<file path="src/hdl/ssg_pkg.sv">
package ssg_pkg;

  // Fixed field widths
  localparam int SAMPLE_BITS = 24;
  localparam int PERIOD_W    = 17;
  localparam int STEPS_W     = 5;
  localparam int MASK_W      = 16;
  localparam int STEP_OUT_W  = 4;
  // Internal repeat index, wide enough for any step count up to 32
  localparam int IDX_W       = 5;

  // Config port
  localparam int CFG_INDEX_W = 2;
  localparam int CFG_DATA_W  = 17;

  // Largest value the period register can hold
  localparam int PERIOD_MAX  = (1 << PERIOD_W) - 1;

  // Serial divider: one quotient bit per cycle
  localparam int DIV_STEPS   = PERIOD_W;
  localparam int DIV_CNT_W   = 5;

  // Register reset values
  localparam logic [PERIOD_W-1:0] PERIOD_RESET = 17'd4800;
  localparam logic [STEPS_W-1:0]  STEPS_RESET  = 5'd4;
  localparam logic [MASK_W-1:0]   MASK_RESET   = 16'hFFFF;
  localparam logic                MONO_RESET   = 1'b0;

  typedef enum logic [CFG_INDEX_W-1:0] {
    REG_PERIOD    = 2'd0,
    REG_STEPS     = 2'd1,
    REG_GATE_MASK = 2'd2,
    REG_MONO      = 2'd3
  } cfg_reg_t;

  typedef logic signed [SAMPLE_BITS-1:0] sample_t;

  typedef struct packed {
    sample_t in_left;
    sample_t in_right;
  } sample_item_t;

  typedef struct packed {
    sample_t                 out_left;
    sample_t                 out_right;
    logic [STEP_OUT_W-1:0]   step_index;
    logic                    gate_open;
  } result_item_t;

  // Controller -> datapath
  typedef struct packed {
    logic accept;    // capture item, start divide
    logic div_step;  // one divider iteration
    logic mem_go;    // grain write or read, latch index
    logic out_load;  // load result, advance position
  } ctrl_cmd_t;

  // Datapath -> controller
  typedef struct packed {
    logic div_done;
  } dp_status_t;

endpackage

</file>
<file path="src/hdl/ssg_ctrl.sv">
module ssg_ctrl (
  input  logic               clk,
  input  logic               rst,
  input  logic               sample_valid,
  output logic               sample_stall,
  output logic               result_valid,
  input  logic               result_stall,
  input  ssg_pkg::dp_status_t status,
  output ssg_pkg::ctrl_cmd_t  cmd
);

  typedef enum logic [1:0] {
    S_IDLE,
    S_DIV,
    S_MEM,
    S_LOAD
  } state_t;

  state_t state;
  logic   out_free;

  // Result register can take a new item
  assign out_free = !result_valid || !result_stall;

  assign sample_stall = (state != S_IDLE);

  // Commands to the datapath
  always_comb begin
    cmd          = '0;
    cmd.accept   = (state == S_IDLE) && sample_valid;
    cmd.div_step = (state == S_DIV) && !status.div_done;
    cmd.mem_go   = (state == S_MEM);
    cmd.out_load = (state == S_LOAD) && out_free;
  end

  // State and result valid
  always_ff @(posedge clk) begin
    if (rst) begin
      state        <= S_IDLE;
      result_valid <= 1'b0;
    end else begin
      unique case (state)
        S_IDLE: begin
          if (sample_valid) begin
            state <= S_DIV;
          end
        end
        S_DIV: begin
          if (status.div_done) begin
            state <= S_MEM;
          end
        end
        S_MEM: begin
          state <= S_LOAD;
        end
        S_LOAD: begin
          if (out_free) begin
            state <= S_IDLE;
          end
        end
      endcase
      // Set on load, cleared once the item is taken
      if (cmd.out_load) begin
        result_valid <= 1'b1;
      end else if (result_valid && !result_stall) begin
        result_valid <= 1'b0;
      end
    end
  end

  // A loaded result is presented next cycle
  a_load_shows: assert property (@(posedge clk) disable iff (rst)
    cmd.out_load |=> result_valid)
    else $error("result not presented after load");

  // A waiting result is never overwritten
  a_load_waits: assert property (@(posedge clk) disable iff (rst)
    (state == S_LOAD) && result_valid && result_stall |=> (state == S_LOAD))
    else $error("result overwritten while stalled");

endmodule

</file>
<file path="config.mk">
export PLATFORM = sky130hd
export DESIGN_NAME = ssg_ctrl
export DESIGN_NICKNAME = d
export VERILOG_FILES = /design/src/hdl/ssg_pkg.sv /design/src/hdl/ssg_ctrl.sv
export SDC_FILE = /design/constraint.sdc
export NUM_CORES = 1
export LEC_CHECK = 0
export CAP_MARGIN = 10
export CORE_AREA = 5 5 42 44
export DETAILED_ROUTE_END_ITERATION = 16
export DIE_AREA = 0 0 47 49
export DONT_BUFFER_PORTS = 1
export SYNTH_ARGS = -nofsm -noshare
export SYNTH_HDL_FRONTEND = slang
export SYNTH_SLANG_ARGS = --single-unit
export TNS_END_PERCENT = 30
</file>
<file path="constraint.sdc">
create_clock -name clk -period 2 [get_ports clk]
set_input_delay 0.4 -clock clk [delete_from_list [all_inputs] [get_ports clk]]
set_output_delay 0.4 -clock clk [all_outputs]
set_load 0.005 [all_outputs]
</file>
==> run metrics, run 1 <==
Cell variety after synth=14; crit path cell chain=inv_1, ha_1, nor2b_1, or4_1, a21oi_1; Setup WS pre-CTS=0.444 ns; # fillers=172; routed vias/inst=4.22; Starting DRT DRC Count=1; Tot Pwr=378 uW; CTS tree=yes; drt pass-1 iters=4; Root Buffer=clkbuf_4; clk sinks=3; Worst Max-Slew Pin Slew=0.351 ns; largest net degree at the start of global routing=6; final hold vios=0; sequential share of the synthesized area=0.262; grt total ovfl=0; Avg Cell Area, Syn=8.81 um2; Critical Path Max Stage Delay=0.47 ns; clock buffer count from CTS=3; Slowest-stage cell, CP=or4_1; # hold bufs at CTS=0; Synth area leader=ha_1; I/O pin count=11; Area Growth Syn to Fin=20.2%; register area=60.1 um2; n_diodes=0; RSZ-0062 raised after global routing=false; fin crit period=1.55 ns; CP arrival=1.71 ns; period utilisation layout=0.776; core area=1400 um2; Die Ht=49 um; Final Cell Area=275 um2; pwr dens=1370 nW/um2; f_max=0.644 GHz; number of max-cap violations=0; global-route wire length before repair=917 um; status=finished, final reports clean; routability congestion estimate=0.742; layout cells sized above 1=0.133; Starting Density=0.163; Leak=0.000124 uW; Ys Warns=0; number of port buffers=0; clock skew=0.00266 ns; Max Root-Sink Buffers=2; Pins Over Slew Limit=0; Fin Setup TNS=0 ns; critical path class=reg2reg; worst hold margin=0.237 ns; Post-Route WL=489 um; Worst Path Required=2.16 ns; Final #Nets=41; Post-CTS Resized=0; Area after DPL=249 um2; multi-input logic area=154 um2; detailed-route DRC error count=0; full die area=2300 um2; Hold WC Path Type=in2reg; Worst IR Drop VDD=0.251 mV; final setup fails=0; number of global-route vias before repair=212; ranking of synthesized cells by area=ha_1 27%, dfxtp_1 26%, inv_1 6.6%; Post-Syn Instances=26; Post-Syn Nets=36; Max H-tree Level=1; smallest setup slack after layout=0.448 ns; Clk pin slew, worst setup/hold paths=0.04 ns; crit end category=register; max_slew headroom=0.766; startpoint types=register; Cell Area, Synth=229 um2; clock latency on the worst-skew pair=0.23 ns; die width=47 um; Synth top area share=0.273; CP Max Fanout=4; GRT Util Overall=0.0598; row count=14; #FFs+latches synth=3; Antenna Violating Nets Remaining=0; Post-CTS Setup Inserts=0; wire per inst=10.6 um; initial antenna violation count=0; via count=194
worst max-delay path, delay by kind of cell, from the launching register on:
family                   cells  cell delay [ns]
flip-flops                   1             0.38
buffers and inverters        1             0.10
AND/OR/NAND/NOR              2             0.64
adder cells (fa/ha/maj)      1             0.22
AO/OA/AOI/OAI                1             0.14
per-layer routing:
metal | track usage | up-vias | part of all wire
met5 | 0 | - | 0
met4 | 0.0553 | 0 | 0
met3 | 0.0443 | 0 | 0.16
met2 | 0.0769 | 8 | 0.47
met1 | 0.0591 | 90 | 0.37
li1 | - | 96 | -
cells in the mapped netlist:
library cell,number
a21boi_0,1
a21oi_1,2
and2_1,1
and3_4,1
dfxtp_1,3
ha_1,5
inv_1,4
nand2_1,1
nor2_1,2
nor2b_1,2
o311ai_0,1
o31ai_1,1
o41ai_1,1
or4_1,1
final cells by class:
class | count | share of cell area
clock buffer | 4 | 0.0955
multi-input combinational | 19 | 0.559
inverter | 4 | 0.0545
sequential | 3 | 0.218
tap | 16 | 0.0727
kinds of logic after synthesis:
family | Yosys count | share of synthesized area
buffers and inverters | 4 | 0.0656
DFF | 3 | 0.262
adders and majority gates | 5 | 0.273
and+or+nand+nor | 8 | 0.213
AOI/OAI and AO/OA | 6 | 0.186
metrics by stage:
step	util	instances
5_1_grt	0.196	46
6_report	0.196	46
4_1_cts	0.196	46
3_5_place_dp	0.178	42
2_1_floorplan	-	26
3_3_place_gp	0.178	42
power by group:
group,internal [uW],switching [uW],leakage [uW]
logic,71.7,94.7,0.0000848
registers,83.1,23.9,0.0000246
clock network,74.7,30.1,0.0000150
state kept, by name, indices dropped and copies added, names as in the netlist:
signal / flops
result_valid: 1
state: 2
worst paths after layout:
kind / startpoint / end / slack (ns) / depth (start not counted)
worst max register to register: state[0] / state[0] / 0.45 / 5
worst min-delay path: rst / result_valid / 0.24 / 1
worst min register to register: state[0] / state[0] / 0.52 / 2
worst max-delay path: state[0] / state[0] / 0.45 / 5
cell usage in the layout, fill, tap and decap left out:
master,Yosys,final
a21boi_0,1,1
ha_1,5,5
inv_1,4,4
nor2_1,2,2
nand2_1,1,1
clkbuf_1,0,1
dfxtp_1,3,3
or4_1,1,1
nor2b_1,2,2
o41ai_1,1,1
a21oi_1,2,2
o311ai_0,1,1
and3_4,1,1
and2_1,1,1
o31ai_1,1,1
clkbuf_4,0,3
(Power assumes the default switching activity.)
==> inputs of run 2 (changes only) <==
==> constraint.sdc (replaced) <==
create_clock -name clk -period 1.5 [get_ports clk]
set_input_delay 0.3 -clock clk [delete_from_list [all_inputs] [get_ports clk]]
set_output_delay 0.3 -clock clk [all_outputs]
set_load 0.005 [all_outputs]
==> run 2 against run 1 <==
Against the previous run: register-to-register slack worse by 0.37 ns; setup slack got worse by 0.38 ns; sequential power increased by 38%; largest power group unchanged; global-route usage is 0.28 points lower; final area rose by 30%; clock power rose by 30%; combinational power up 130%; power rose by 75%.
==> run metrics, run 2 (synthesis results as in run 1) <==
Leak=0.000174 uW (+40%); critical path capture point=cmd[2]; drt pass-1 iters=2 (-2); Antenna Violating Nets Remaining=0 (unchanged); core area=1400 um2 (unchanged); max reg flops=2 (unchanged); Pins Over Slew Limit=0 (unchanged); period utilisation layout=0.957; Tot Pwr=663 uW (+75%); global-route wire length before repair=876 um (-4.5%); pwr dens=1850 nW/um2 (+34%); Worst Max-Slew Pin Slew=0.254 ns (-0.0969 ns); Top reg by flops=state; Crit Reg-Reg Endpoint=state[0]; crit path cell chain=inv_2, ha_2, nor2b_4, buf_6, buf_4; startpoint types=register; commonest non-fill, non-tap cells in the layout=8 x buf_4, 4 x ha_1, 3 x inv_1, 3 x clkbuf_4; number of port buffers=0 (unchanged); number of global-route vias before repair=239 (+13%); Setup WS pre-CTS=0.0107 ns (-0.433 ns); n_diodes=0 (unchanged); Crit Reg-Reg Startpoint=state[0]; Clk pin slew, worst setup/hold paths=0.03 ns (about the same); Starting DRT DRC Count=1 (unchanged); Crit. Startpoint=state[1]; critical path class=reg2out; Final #Nets=50 (+22%); GRT Util Overall=0.0570 (-0.00277); Starting Density=0.163 (unchanged); r2r setup slk=0.08 ns (-0.37 ns); fin crit period=1.44 ns; CP arrival=1.14 ns (-0.57 ns); Max H-tree Level=1 (unchanged); Critical Path Max Stage Delay=0.34 ns (-0.13 ns); Die Ht=49 um (unchanged); row count=14 (unchanged); Root Buffer=clkbuf_4; clock buffer count from CTS=3 (unchanged); CP Max Fanout=4 (unchanged); grt total ovfl=0 (unchanged); max_slew headroom=0.828 (+0.0629); routed vias/inst=4.05 (-3.9%); Hold WC Path Type=in2reg; die width=47 um (unchanged); I/O pin count=11 (unchanged); clock latency on the worst-skew pair=0.23 ns (about the same); Worst Path Required=1.20 ns (-0.96 ns); largest net degree at the start of global routing=5 (-1); Max Root-Sink Buffers=2 (unchanged); detailed-route DRC error count=0 (unchanged); smallest setup slack after layout=0.0643 ns (-0.384 ns); leading cell type in the layout, fill and taps excluded=buf_4; final hold vios=0 (unchanged); Post-Route WL=508 um (+3.9%); full die area=2300 um2 (unchanged); final setup fails=0 (unchanged); RSZ-0062 raised after global routing=true; crit end category=output pin; f_max=0.697 GHz; via count=223 (+15%); CTS tree=yes; # hold bufs at CTS=0 (unchanged); wire per inst=9.24 um (-13%); layout cells sized above 1=0.462 (+0.328); clock skew=0.000204 ns (-0.00245 ns); initial antenna violation count=0 (unchanged); Register-to-Register Path Depth=4 (-1); # fillers=171 (-0.58%); Worst IR Drop VDD=0.496 mV (+98%); status=finished, final reports clean; number of max-cap violations=0 (unchanged); Area Growth Syn to Fin=56.8%; top flop regs=state (2), result_valid (1); routability congestion estimate=0.707 (-4.7%); Slowest-stage cell, CP=dfxtp_2; clk sinks=3 (unchanged)
## run 2: changes by cell type in the layout (fill, tap and decap cells not counted), sizes merged
cell,previous run,this run
buf,0,9
## run 2: layout make-up
type	count	area, um2	share of cell area
clock buffers	4	26.3	0.0732
inverters	4	15.0	0.0418
multi-input cells	19	164	0.456
flip-flops and latches	3	62.6	0.174
well taps	16	20.0	0.0557
repair buffers	9	71.3	0.199
## run 2: layer usage
| layer | share of wire | vias to the layer above | track usage | wire length (um) |
|---|---|---|---|---|
| met5 | 0 | - | 0 | 0 |
| met4 | 0 | 0 | 0.0553 | 0 |
| met3 | 0.16 | 0 | 0.0443 | 80 |
| met2 | 0.48 | 9 | 0.0814 | 245 |
| met1 | 0.36 | 99 | 0.0461 | 182 |
| li1 | - | 115 | - | - |
## run 2: worst min path at each step
stage	cells after the start	from	end	slack, ns
after CTS	1	rst	state[0]	0.13
final	1	rst	state[0]	0.13
after detailed placement	1	rst	state[0]	0.37
after global placement	1	rst	state[0]	0.37
after global routing	1	rst	state[0]	0.13
after floorplan	1	rst	state[0]	0.37
## run 2: timing repair
item / 4_1_cts / 5_1_grt
resized for setup: 5 / 3
pin swaps: 0 / 1
buffers inserted: 1 / 0
setup endpoints to repair: 2 / 5
## run 2: report_power, final
part           total [uW]  internal [uW]  switching, uW
clock                 136           99.4           37.1
sequential            148            117           30.4
combinational         379            222            158
## run 2: through the flow
step | cells | hold slack, ns | utilization | area (um2) | setup TNS, ns
after global placement | 50 | 0.370 | 0.221 | 309 | 0
after CTS | 55 | 0.128 | 0.252 | 353 | 0
after detailed placement | 50 | 0.373 | 0.221 | 309 | 0
after global routing | 55 | 0.127 | 0.256 | 359 | -0.0182
after floorplan | 26 | 0.369 | - | 229 | 0
final | 55 | 0.130 | 0.256 | 359 | 0
## run 2: critical path: cells and delay by family (launching register included)
family	cells	cell delay, ns
flops	1	0.34
buf+inv	3	0.28
simple gates	1	0.12
fa+ha+maj	1	0.16
